`src/design/activation_with_derivative_macros.svh`:
```
// Assertion macros for the activation unit
`ifndef ACTIVATION_WITH_DERIVATIVE_MACROS_SVH
`define ACTIVATION_WITH_DERIVATIVE_MACROS_SVH

// cond holds -> expr holds in the same cycle
`define AWD_ASSERT_NOW(label, clk, rst, cond, expr) \
   label: assert property (@(posedge clk) disable iff (rst) (cond) |-> (expr)) \
      else $error("activation unit: same-cycle check failed");

// cond holds -> expr holds in the next cycle
`define AWD_ASSERT_NEXT(label, clk, rst, cond, expr) \
   label: assert property (@(posedge clk) disable iff (rst) (cond) |=> (expr)) \
      else $error("activation unit: next-cycle check failed");

`endif

```
`src/design/awd_pkg.sv`:
```
// Package: widths, kind codes, stage control and lookup tables of the activation unit
package awd_pkg;

   localparam int TABLE_SEGMENTS = 64;   // power of two
   localparam int FRACTION_BITS  = 12;

   localparam int IN_W     = 16;
   localparam int ACT_W    = 16;
   localparam int SLOPE_W  = 13;
   localparam int KIND_W   = 2;
   localparam int STAGES   = 6;

   localparam int SEG_BITS = $clog2(TABLE_SEGMENTS);
   localparam int OFF_BITS = IN_W - SEG_BITS;
   localparam int TAB_W    = FRACTION_BITS + 2;
   localparam int DY_W     = TAB_W + 1;
   localparam int NUM_W    = DY_W + OFF_BITS + 1;
   localparam int MAG_W    = FRACTION_BITS + 1;
   localparam int PROD_W   = 2 * MAG_W;
   localparam int AW       = ((TAB_W > IN_W) ? TAB_W : IN_W) + 1;
   localparam int DW       = (MAG_W > SLOPE_W) ? MAG_W : SLOPE_W;

   localparam int ONE_F     = 1 << FRACTION_BITS;
   localparam int SLOPE_MAX = (1 << SLOPE_W) - 1;
   localparam int ACT_MAX   = (1 << (ACT_W - 1)) - 1;
   localparam int ACT_MIN   = -(1 << (ACT_W - 1));
   localparam int SLOPE_LIM = (ONE_F < SLOPE_MAX) ? ONE_F : SLOPE_MAX;

   localparam int SHIFT_DOWN     = 30 - FRACTION_BITS;
   localparam logic [63:0] ONE30  = 64'd1 << 30;
   localparam logic [63:0] HALF30 = 64'd1 << (SHIFT_DOWN - 1);

   typedef enum logic [KIND_W-1:0] {
      KIND_RELU    = 2'd0,
      KIND_SIGMOID = 2'd1,
      KIND_TANH    = 2'd2
   } kind_type;

   typedef struct packed {
      logic [STAGES-1:0] load;
   } stage_ctrl_type;

   typedef logic [TABLE_SEGMENTS:0][TAB_W-1:0] tab_type;

   // shift-subtract division, elaboration only
   function automatic logic [63:0] udiv64(input logic [63:0] num, input logic [63:0] den);
      logic [63:0] quo;
      logic [64:0] rem;
      quo = '0;
      rem = '0;
      for (int b = 63; b >= 0; b--) begin
         rem = {rem[63:0], num[b]};
         if (rem >= {1'b0, den}) begin
            rem    = rem - {1'b0, den};
            quo[b] = 1'b1;
         end
      end
      return quo;
   endfunction

   // e^-y, y in [0,1], 30 fraction bits
   function automatic logic [63:0] exp_neg30(input logic [63:0] y);
      logic [63:0] term;
      logic [63:0] pos;
      logic [63:0] neg;
      term = ONE30;
      pos  = ONE30;
      neg  = '0;
      for (int k = 1; k <= 24; k++) begin
         term = udiv64((term * y) >> 30, 64'(k));
         if (k[0]) begin
            neg = neg + term;
         end else begin
            pos = pos + term;
         end
      end
      return (pos > neg) ? pos - neg : '0;
   endfunction

   // logistic of xraw / 2^FRACTION_BITS, 30 fraction bits
   function automatic logic [63:0] sig30(input logic signed [63:0] xraw);
      logic [63:0] a;
      logic [63:0] n;
      logic [63:0] f;
      logic [63:0] e;
      logic [63:0] em1;
      logic [63:0] s;
      a   = (xraw < 0) ? 64'(-xraw) : 64'(xraw);
      n   = a >> FRACTION_BITS;
      f   = (a & ((64'd1 << FRACTION_BITS) - 64'd1)) << SHIFT_DOWN;
      e   = exp_neg30(f);
      em1 = exp_neg30(ONE30);
      for (logic [63:0] i = '0; (i < n) && (e != '0); i++) begin
         e = (e * em1 + (ONE30 >> 1)) >> 30;
      end
      s = (udiv64(64'd1 << 61, ONE30 + e) + 64'd1) >> 1;
      if (s > ONE30) begin
         s = ONE30;
      end
      return (xraw < 0) ? ONE30 - s : s;
   endfunction

   function automatic logic signed [63:0] breakpoint(input int k);
      return $signed(64'(k) << OFF_BITS) - 64'sd32768;
   endfunction

   function automatic tab_type build_sig();
      tab_type     t;
      logic [63:0] s;
      for (int k = 0; k <= TABLE_SEGMENTS; k++) begin
         s    = sig30(breakpoint(k));
         t[k] = TAB_W'((s + HALF30) >> SHIFT_DOWN);
      end
      return t;
   endfunction

   function automatic tab_type build_tanh();
      tab_type     t;
      logic [63:0] s;
      logic [63:0] v;
      for (int k = 0; k <= TABLE_SEGMENTS; k++) begin
         s    = sig30(breakpoint(k) <<< 1);
         v    = ((s << 1) + HALF30) >> SHIFT_DOWN;
         t[k] = TAB_W'(v - 64'(ONE_F));
      end
      return t;
   endfunction

   localparam tab_type SIG_TABLE  = build_sig();
   localparam tab_type TANH_TABLE = build_tanh();

endpackage

```
`src/design/awd_if.sv`:
```
// Channel interfaces: input item (pre-activation) and result item (activation, slope)
interface awd_req_if import awd_pkg::*; ();
   logic                   valid;
   logic                   ready;
   logic signed [IN_W-1:0] pre_activation;

   modport source (output valid, output pre_activation, input ready);
   modport sink   (input valid, input pre_activation, output ready);
endinterface

interface awd_rsp_if import awd_pkg::*; ();
   logic                    valid;
   logic                    ready;
   logic signed [ACT_W-1:0] activated;
   logic [SLOPE_W-1:0]      slope;

   modport source (output valid, output activated, output slope, input ready);
   modport sink   (input valid, input activated, input slope, output ready);
endinterface

```
`src/design/awd_datapath.sv`:
```
// Six-stage datapath: table lookup, interpolation, clamp, derivative product, output select
module awd_datapath import awd_pkg::*; (
   input  logic                    clock,
   input  stage_ctrl_type          ctrl,
   input  logic signed [IN_W-1:0]  z_in,
   input  kind_type                kind_in,
   output logic signed [ACT_W-1:0] act_out,
   output logic [SLOPE_W-1:0]      slope_out
);

   localparam logic signed [NUM_W-1:0] POS_BIAS = NUM_W'(1 << (OFF_BITS - 1));
   localparam logic signed [NUM_W-1:0] NEG_BIAS = NUM_W'((1 << (OFF_BITS - 1)) - 1);
   localparam logic signed [DY_W-1:0]  ONE_DY   = DY_W'(ONE_F);
   localparam logic [PROD_W:0]         HALF_P   = (PROD_W + 1)'(ONE_F >> 1);

   // z and kind travel alongside
   logic signed [IN_W-1:0] z_ff    [STAGES-1];
   kind_type               kind_ff [STAGES-1];

   always_ff @(posedge clock) begin
      if (ctrl.load[0]) begin
         z_ff[0]    <= z_in;
         kind_ff[0] <= kind_in;
      end
      for (int i = 1; i < STAGES - 1; i++) begin
         if (ctrl.load[i]) begin
            z_ff[i]    <= z_ff[i-1];
            kind_ff[i] <= kind_ff[i-1];
         end
      end
   end

   // stage 0: segment lookup
   logic [IN_W-1:0]         biased;
   logic [SEG_BITS:0]       seg_lo;
   logic [SEG_BITS:0]       seg_hi;
   logic signed [TAB_W-1:0] y_lo;
   logic signed [TAB_W-1:0] y_hi;
   logic signed [TAB_W-1:0] base0_ff;
   logic signed [DY_W-1:0]  dy0_ff;
   logic signed [DY_W-1:0]  dy0_in;
   logic [OFF_BITS-1:0]     off0_ff;

   assign biased = {~z_in[IN_W-1], z_in[IN_W-2:0]};
   assign seg_lo = {1'b0, biased[IN_W-1 -: SEG_BITS]};
   assign seg_hi = seg_lo + 1'b1;

   always_comb begin
      if (kind_in == KIND_TANH) begin
         y_lo = $signed(TANH_TABLE[seg_lo]);
         y_hi = $signed(TANH_TABLE[seg_hi]);
      end else begin
         y_lo = $signed(SIG_TABLE[seg_lo]);
         y_hi = $signed(SIG_TABLE[seg_hi]);
      end
      dy0_in = DY_W'(y_hi) - DY_W'(y_lo);
   end

   always_ff @(posedge clock) begin
      if (ctrl.load[0]) begin
         base0_ff <= y_lo;
         dy0_ff   <= dy0_in;
         off0_ff  <= biased[OFF_BITS-1:0];
      end
   end

   // stage 1: slope times offset
   logic signed [TAB_W-1:0] base1_ff;
   logic signed [NUM_W-1:0] num1_ff;

   always_ff @(posedge clock) begin
      if (ctrl.load[1]) begin
         base1_ff <= base0_ff;
         num1_ff  <= NUM_W'(dy0_ff) * $signed({1'b0, off0_ff});
      end
   end

   // stage 2: divide by segment length, round half away from zero
   logic signed [NUM_W-1:0] rnd_sum;
   logic signed [NUM_W-1:0] q_full;
   logic signed [TAB_W-1:0] base2_ff;
   logic signed [DY_W-1:0]  q2_ff;

   assign rnd_sum = num1_ff + (num1_ff[NUM_W-1] ? NEG_BIAS : POS_BIAS);
   assign q_full  = rnd_sum >>> OFF_BITS;

   always_ff @(posedge clock) begin
      if (ctrl.load[2]) begin
         base2_ff <= base1_ff;
         q2_ff    <= q_full[DY_W-1:0];
      end
   end

   // stage 3: interpolated value, clamp, derivative operands
   logic signed [DY_W-1:0]  y_sum;
   logic signed [DY_W-1:0]  y_clip;
   logic signed [DY_W-1:0]  y_low;
   logic signed [DY_W-1:0]  y_mag;
   logic signed [DY_W-1:0]  y_rest;
   logic [MAG_W-1:0]        opa3_in;
   logic [MAG_W-1:0]        opb3_in;
   logic signed [TAB_W-1:0] act3_ff;
   logic [MAG_W-1:0]        opa3_ff;
   logic [MAG_W-1:0]        opb3_ff;

   always_comb begin
      y_sum = DY_W'(base2_ff) + q2_ff;
      y_low = (kind_ff[2] == KIND_TANH) ? -ONE_DY : '0;
      if (y_sum > ONE_DY) begin
         y_clip = ONE_DY;
      end else if (y_sum < y_low) begin
         y_clip = y_low;
      end else begin
         y_clip = y_sum;
      end
      y_mag  = y_clip[DY_W-1] ? -y_clip : y_clip;
      y_rest = ONE_DY - y_clip;
      if (kind_ff[2] == KIND_TANH) begin
         opa3_in = y_mag[MAG_W-1:0];
         opb3_in = y_mag[MAG_W-1:0];
      end else begin
         opa3_in = y_clip[MAG_W-1:0];
         opb3_in = y_rest[MAG_W-1:0];
      end
   end

   always_ff @(posedge clock) begin
      if (ctrl.load[3]) begin
         act3_ff <= y_clip[TAB_W-1:0];
         opa3_ff <= opa3_in;
         opb3_ff <= opb3_in;
      end
   end

   // stage 4: derivative product
   logic signed [TAB_W-1:0] act4_ff;
   logic [PROD_W-1:0]       prod4_ff;

   always_ff @(posedge clock) begin
      if (ctrl.load[4]) begin
         act4_ff  <= act3_ff;
         prod4_ff <= opa3_ff * opb3_ff;
      end
   end

   // stage 5: select by kind, saturate
   logic [PROD_W:0]        prod_rnd;
   logic [MAG_W-1:0]       prod_q;
   logic                   z_pos;
   logic [MAG_W-1:0]       der;
   logic [DW-1:0]          der_w;
   logic signed [AW-1:0]   act_w;
   logic signed [ACT_W-1:0] act5_in;
   logic [SLOPE_W-1:0]     slope5_in;
   logic signed [ACT_W-1:0] act5_ff;
   logic [SLOPE_W-1:0]     slope5_ff;

   assign prod_rnd = {1'b0, prod4_ff} + HALF_P;
   assign prod_q   = prod_rnd[FRACTION_BITS +: MAG_W];
   assign z_pos    = !z_ff[STAGES-2][IN_W-1] && (z_ff[STAGES-2] != '0);

   always_comb begin
      case (kind_ff[STAGES-2])
         KIND_RELU: begin
            act_w = z_pos ? AW'(z_ff[STAGES-2]) : '0;
            der   = z_pos ? MAG_W'(ONE_F) : '0;
         end
         KIND_SIGMOID: begin
            act_w = AW'(act4_ff);
            der   = prod_q;
         end
         KIND_TANH: begin
            act_w = AW'(act4_ff);
            der   = MAG_W'(ONE_F) - prod_q;
         end
         default: begin
            act_w = '0;
            der   = '0;
         end
      endcase
      if (act_w > AW'(ACT_MAX)) begin
         act5_in = ACT_W'(ACT_MAX);
      end else if (act_w < AW'(ACT_MIN)) begin
         act5_in = ACT_W'(ACT_MIN);
      end else begin
         act5_in = act_w[ACT_W-1:0];
      end
      der_w = DW'(der);
      if (der_w > DW'(SLOPE_MAX)) begin
         slope5_in = SLOPE_W'(SLOPE_MAX);
      end else begin
         slope5_in = der_w[SLOPE_W-1:0];
      end
   end

   always_ff @(posedge clock) begin
      if (ctrl.load[5]) begin
         act5_ff   <= act5_in;
         slope5_ff <= slope5_in;
      end
   end

   assign act_out   = act5_ff;
   assign slope_out = slope5_ff;

endmodule

```
`src/design/activation_with_derivative.sv`:
```
// Top level: activation with derivative (ReLU, sigmoid, tanh), pipelined
//
//   channel    dir  contents
//   req_chan   in   valid/ready, pre_activation  s16 Q3.12
//   rsp_chan   out  valid/ready, activated s16 Q3.12, slope u13 Q1.12
//   csr_*      in   write enable, activation kind (0 ReLU, 1 sigmoid, 2 tanh)
//
// Six register stages: one item per cycle while results are taken; an accepted item
// passes through stages 0 to 5 in order, and the result is valid from the last one.
// The two multipliers (interpolation, derivative) each sit in a stage of their own.
// Reset is synchronous: stage valids clear, kind returns to ReLU.
// A stage holds only while the one after it is full and held; bubbles close up,
// so req ready falls only when all six stages are full and the result is not taken.
module activation_with_derivative import awd_pkg::*; (
   input  logic              clock,
   input  logic              reset,
   awd_req_if.sink           req_chan,
   awd_rsp_if.source         rsp_chan,
   input  logic              csr_write_enable,
   input  logic [KIND_W-1:0] csr_write_data
);

   `include "activation_with_derivative_macros.svh"

   kind_type          kind_ff;
   kind_type          kind_in;
   logic [STAGES-1:0] valid_ff;
   logic [STAGES-1:0] valid_in;
   logic [STAGES:0]   stage_ready;
   stage_ctrl_type    ctrl;
   logic              in_acc;
   logic              out_acc;

   assign kind_in = csr_write_enable ? kind_type'(csr_write_data) : kind_ff;

   always_ff @(posedge clock) begin
      if (reset) begin
         kind_ff <= KIND_RELU;
      end else begin
         kind_ff <= kind_in;
      end
   end

   always_comb begin
      stage_ready[STAGES] = rsp_chan.ready;
      for (int i = STAGES - 1; i >= 0; i--) begin
         stage_ready[i] = !valid_ff[i] || stage_ready[i+1];
      end
      ctrl.load = stage_ready[STAGES-1:0];
      valid_in[0] = stage_ready[0] ? req_chan.valid : valid_ff[0];
      for (int i = 1; i < STAGES; i++) begin
         valid_in[i] = stage_ready[i] ? valid_ff[i-1] : valid_ff[i];
      end
   end

   always_ff @(posedge clock) begin
      if (reset) begin
         valid_ff <= '0;
      end else begin
         valid_ff <= valid_in;
      end
   end

   assign req_chan.ready = stage_ready[0];
   assign rsp_chan.valid = valid_ff[STAGES-1];
   assign in_acc         = req_chan.valid && req_chan.ready;
   assign out_acc        = rsp_chan.valid && rsp_chan.ready;

   awd_datapath u_datapath (
      .clock     (clock),
      .ctrl      (ctrl),
      .z_in      (req_chan.pre_activation),
      .kind_in   (kind_ff),
      .act_out   (rsp_chan.activated),
      .slope_out (rsp_chan.slope)
   );

   `AWD_ASSERT_NEXT(a_item_count, clock, reset, 1'b1, $countones(valid_ff) == $past($countones(valid_ff)) + $past(in_acc) - $past(out_acc))
   `AWD_ASSERT_NOW(a_stall_only_when_full, clock, reset, !req_chan.ready, &valid_ff)
   `AWD_ASSERT_NOW(a_slope_bound, clock, reset, rsp_chan.valid, rsp_chan.slope <= SLOPE_W'(SLOPE_LIM))

endmodule
```
`src/flat_wrapper.sv`:
```
// flat-port wrapper written by rule: the top's interface ports become plain ports
module activation_with_derivative_flat import awd_pkg::*;
  (clock, reset, csr_write_enable, csr_write_data, req_chan_valid, req_chan_pre_activation, req_chan_ready, rsp_chan_valid, rsp_chan_activated, rsp_chan_slope, rsp_chan_ready);
  awd_req_if req_chan_i ();
  awd_rsp_if rsp_chan_i ();
  input  logic clock;
  input  logic reset;
  input  logic csr_write_enable;
  input  logic [KIND_W-1:0] csr_write_data;
  input wire logic [$bits(req_chan_i.valid)-1:0] req_chan_valid;
  input wire logic [$bits(req_chan_i.pre_activation)-1:0] req_chan_pre_activation;
  output wire logic [$bits(req_chan_i.ready)-1:0] req_chan_ready;
  output wire logic [$bits(rsp_chan_i.valid)-1:0] rsp_chan_valid;
  output wire logic [$bits(rsp_chan_i.activated)-1:0] rsp_chan_activated;
  output wire logic [$bits(rsp_chan_i.slope)-1:0] rsp_chan_slope;
  input wire logic [$bits(rsp_chan_i.ready)-1:0] rsp_chan_ready;
  assign req_chan_i.valid = req_chan_valid;
  assign req_chan_i.pre_activation = req_chan_pre_activation;
  assign req_chan_ready = req_chan_i.ready;
  assign rsp_chan_valid = rsp_chan_i.valid;
  assign rsp_chan_activated = rsp_chan_i.activated;
  assign rsp_chan_slope = rsp_chan_i.slope;
  assign rsp_chan_i.ready = rsp_chan_ready;
  activation_with_derivative u_core (.clock(clock), .reset(reset), .req_chan(req_chan_i), .rsp_chan(rsp_chan_i), .csr_write_enable(csr_write_enable), .csr_write_data(csr_write_data));
endmodule
```
`config.mk`:
```
export PLATFORM = sky130hd
export DESIGN_NAME = activation_with_derivative_flat
export DESIGN_NICKNAME = d
export VERILOG_FILES = /design/src/design/awd_pkg.sv /design/src/design/awd_if.sv /design/src/design/awd_datapath.sv /design/src/design/activation_with_derivative.sv /design/src/flat_wrapper.sv
export VERILOG_INCLUDE_DIRS = /design/src /design/src/design
export SDC_FILE = /design/constraint.sdc
export NUM_CORES = 1
export LEC_CHECK = 0
export ABC_AREA = 1
export ABC_CLOCK_PERIOD_IN_PS = 9250
export BUFFER_PORTS_ARGS = -buffer_cell sky130_fd_sc_hd__buf_2
export CAP_MARGIN = 20
export CORE_ASPECT_RATIO = 1.1
export CORE_MARGIN = 1
export CORE_UTILIZATION = 60
export CTS_CLUSTER_SIZE = 25
export DETAILED_ROUTE_END_ITERATION = 10
export GPL_TIMING_DRIVEN = 0
export PLACE_DENSITY = 0.81
export SKIP_LAST_GASP = 1
export SYNTH_ARGS = -nofsm -noshare
export SYNTH_HDL_FRONTEND = slang
export SYNTH_SLANG_ARGS = --single-unit
```
`constraint.sdc`:
```
create_clock -name clock -period 9.25 [get_ports clock]
set_input_delay 1.3875 -clock clock [delete_from_list [all_inputs] [get_ports clock]]
set_output_delay 1.3875 -clock clock [all_outputs]
set_load 0.01 [all_outputs]
```
==> metrics.md <==
| Metric | Value |
|---|---|
| First-pass GRT wire length | roughly 110,000 um |
| Initial drt markers | about 1,700 |
| Initial core utilization | 61.0% |
| Post-route ant nets | 0 |
| Final hold violation count | 0 |
| Synthesis-to-layout area growth | 8.06% |
| Rows | 80 |
| Via count | around 21,000 |
| Commonest cells after routing, fill and taps aside | inv_1 (713), nand2_1 (683), edfxtp_1 (283), fa_1 (258), ha_1 (185) |
| Drc violations | 0 |
| Placeable Area | 0.0434 mm^2 |
| Worst relative slew slack | 36.9% |
| Grt ovf | 0 |
| Layout Utilization | 65.9% |
| PortBufs | 52 |
| Final WL | 70,300 um |
| Post-DP HPWL | 55,400 um |
| Dpl ws | 2350 ps |
| Post-synthesis cell area | 0.0265 mm^2 |
| Hold path depth | 0 |
| Max clock buf depth | 3 |
| Syn avg cell area | roughly 8.7 um^2 |
| Chip Width | approximately 200 um |
| Ys async rst share | 0% |
| Fmax | 151 MHz |
| Setup crit end kind | flop |
| Synthesized instance count | 3,053 |
| WP data arrival | 6930 ps |
| Clock transition at path regs | 60 ps |
| CP required | 9570 ps |
| Max H-tree Level | 1 |
| Finished Cell Area | 0.0286 mm^2 |
| Post-CTS Resized | 0 |
| Nature of the critical path startpoint | flop |
| Hold EP | u_core.u_datapath.z_ff[0][48] |
| Fin worst setup slack | roughly 2600 ps |
| CTS tree | done |
| Area of the multi-input gates | around 0.015 mm^2 |
| Routed WL per cell | 18.8 um |
| Antenna diodes | 0 |
| FILL cells | about 3,500 |
| Gr usage total | a little under a third |
| Worst-Skew Late Latency | 570 ps |
| RSZ-0062 raised after global routing | false |
| Layout cells sized above 1 | under 10% |
| Die Y | 222 um |
| Max Slew Vio Count | 0 |
| Pre-antenna DRT Iters | 8 |
| Io pins | 54 |
| Commonest non-fill, non-tap cell in the layout | inv_1 |
| Distinct cells, synth | 64 |
| Post-CTS Hold Buffers | 0 |
| Postcts setup bufs | 0 |
| Critical Path Fanout Max | 10 |
| Initial antenna violation count | 1 |
| Max Cap Viol | 0 |
| CP Class | flop to flop |
| Sequential element share of the synthesized area | 32.7% |
| Routability Congestion | roughly 0.96 |
| Sequential standard cell area | 0.00866 mm^2 |
| Final #Nets | 3,608 |
| Worst r2r path cells | 24 |
| Crit path time final | 6610 ps |
| Vias in the first global route | 22,015 |
| Post-Syn Nets | 3,519 |
| Root buf cell | clkbuf_16 |
| Reg2reg setup slack | 2640 ps |
| Final setup viols | 0 |
| Post-synth top flop | edfxtp_1 |
| Die ar. | 0.0450 mm^2 |
| Final Cycle Share | 71.4% |
| Worst-margin pin slew | 935 ps |
| Reg-to-Reg Start | u_core.u_datapath.off0_ff[3] |
| Synth warnings | 0 |
| Post-synth EDFFs | 283 |
| Crit Reg-Reg Endpoint | u_core.u_datapath.num1_ff[24] |
| Largest net degree at the start of global routing | 49 |
| Total CTS buffers | 30 |
| Min-delay worst type | flop to flop |
| Via-to-Cell Ratio | approximately 5.6 |
| # clock sinks | 291 |
| Flops & latches, synth | 291 |
| Placed Area | approximately 0.028 mm^2 |
| Status | completed |
| Worst clock skew | 15.2 ps |
| HP Start | u_core.u_datapath.z_ff[0][32] |
-- worst max-delay path, cell delays in order (launching register included) --
cell and delay (ps):
edfxtp_1 780, clkbuf_1 490, nand2_1 140, fa_1 560, fa_1 450, fa_1 520
inv_1 60, fa_1 530, inv_1 50, fa_1 530, inv_1 40, ha_1 360
a21o_1 210, a21oi_1 140, nand2_1 110, a21boi_1 240, o21ai_1 140, a21boi_1 240
o21ai_1 140, a21boi_1 220, o21ai_1 130, nand2_1 90, nand2_1 60, nand2_1 70
nand2_1 60
-- per-stage QoR --
stage / instances / TNS, ps / hold slack [ps]
floorplan: 3053 / 0 / 400
global placement: 3679 / -898 / 401
detailed placement: 3683 / 0 / 405
CTS: 3738 / 0 / 411
global route: 3739 / 0 / 416
finish: 3739 / 0 / 412
-- flip-flops by register name, indices dropped and copies added, names as in the netlist --
signal,count
u_core.u_datapath.z_ff,71
u_core.u_datapath.num1_ff,26
u_core.u_datapath.act_out,16
u_core.u_datapath.dy0_ff,15
u_core.u_datapath.q2_ff,15
u_core.u_datapath.act4_ff,14
u_core.u_datapath.base0_ff,14
u_core.u_datapath.base1_ff,14
u_core.u_datapath.base2_ff,14
u_core.u_datapath.prod4_ff,14
u_core.u_datapath.act3_ff,13
u_core.u_datapath.opa3_ff,13
u_core.u_datapath.slope_out,13
u_core.u_datapath.opb3_ff,12
u_core.u_datapath.kind_ff,10
u_core.u_datapath.off0_ff,9
u_core.valid_ff,6
u_core.kind_ff,2
-- synth_stat cells, types with 4 or more instances --
cell      count  area, um^2
xnor2_1      26         228
nand2_2      18         113
buf_1         9        33.8
xor2_1       56         490
a31oi_1      19         119
o21ai_1      10        50.1
nand2_1     684        2570
o31ai_1      10        75.1
a21oi_1     150         751
o22ai_1       5        31.3
o21ai_0      89         445
dfxtp_1       8         160
nor2_2        8        50.1
edfxtp_1    283        8500
ha_1        185        2310
inv_1       717        2690
nand3_1     117         586
a211oi_1      8        60.1
o221ai_1      8        70.1
inv_2         5        18.8
o211ai_1     13        97.6
a22oi_1       5        37.5
nor2_1      156         586
o311ai_0     10        87.6
nand3b_1      9        67.6
fa_1        258        5160
nor4_1        5        31.3
nand4_1      20         125
a21o_1        4        30.0
clkbuf_1     78         293
nor3_1       22         110
or2_2         5        31.3
-- cell families (layout without fill, tap and decap cells) --
group / count (synthesis) / count (layout) / share of synthesized area, %
AO/OA/AOI/OAI: 363 / 363 / 8.09
XOR/XNOR: 83 / 83 / 2.77
adder cells (fa/ha/maj): 443 / 443 / 28.2
buffers and inverters: 816 / 928 / 11.7
flip-flops: 291 / 291 / 32.7
AND/OR/NAND/NOR: 1057 / 1057 / 16.6
-- per-layer routing --
metal / track usage (%) / wire (um)
met1: 37.3 / 26000
met2: 56.1 / 34900
met3: 3.52 / 4490
met4: 20.2 / 4880
met5: 0 / 14
-- area by class of cell --
class	count	share of cell area [%]
Buffer	93	1.32
Clock inverter	17	0.826
Sequential cell	291	30.2
Clock buffer	38	2.83
Inverter	723	9.48
Tap cell	574	2.51
Multi-Input combinational cell	1946	51.5
Timing Repair Buffer	57	1.28
-- worst max path at each step --
stage,from,end,slack (ps)
CTS,u_core.u_datapath.off0_ff[3],u_core.u_datapath.num1_ff[24],2800
floorplan,rsp_chan_ready,req_chan_ready,1150
global placement,rsp_chan_ready,req_chan_ready,-900
finish,u_core.u_datapath.off0_ff[3],u_core.u_datapath.num1_ff[24],2640
detailed placement,req_chan_pre_activation[10],u_core.u_datapath.dy0_ff[14],2350
global route,req_chan_pre_activation[10],u_core.u_datapath.dy0_ff[14],2370
Power is not shown: default switching activity piles up to over one toggle a cycle in this logic, so the estimate is an artifact.
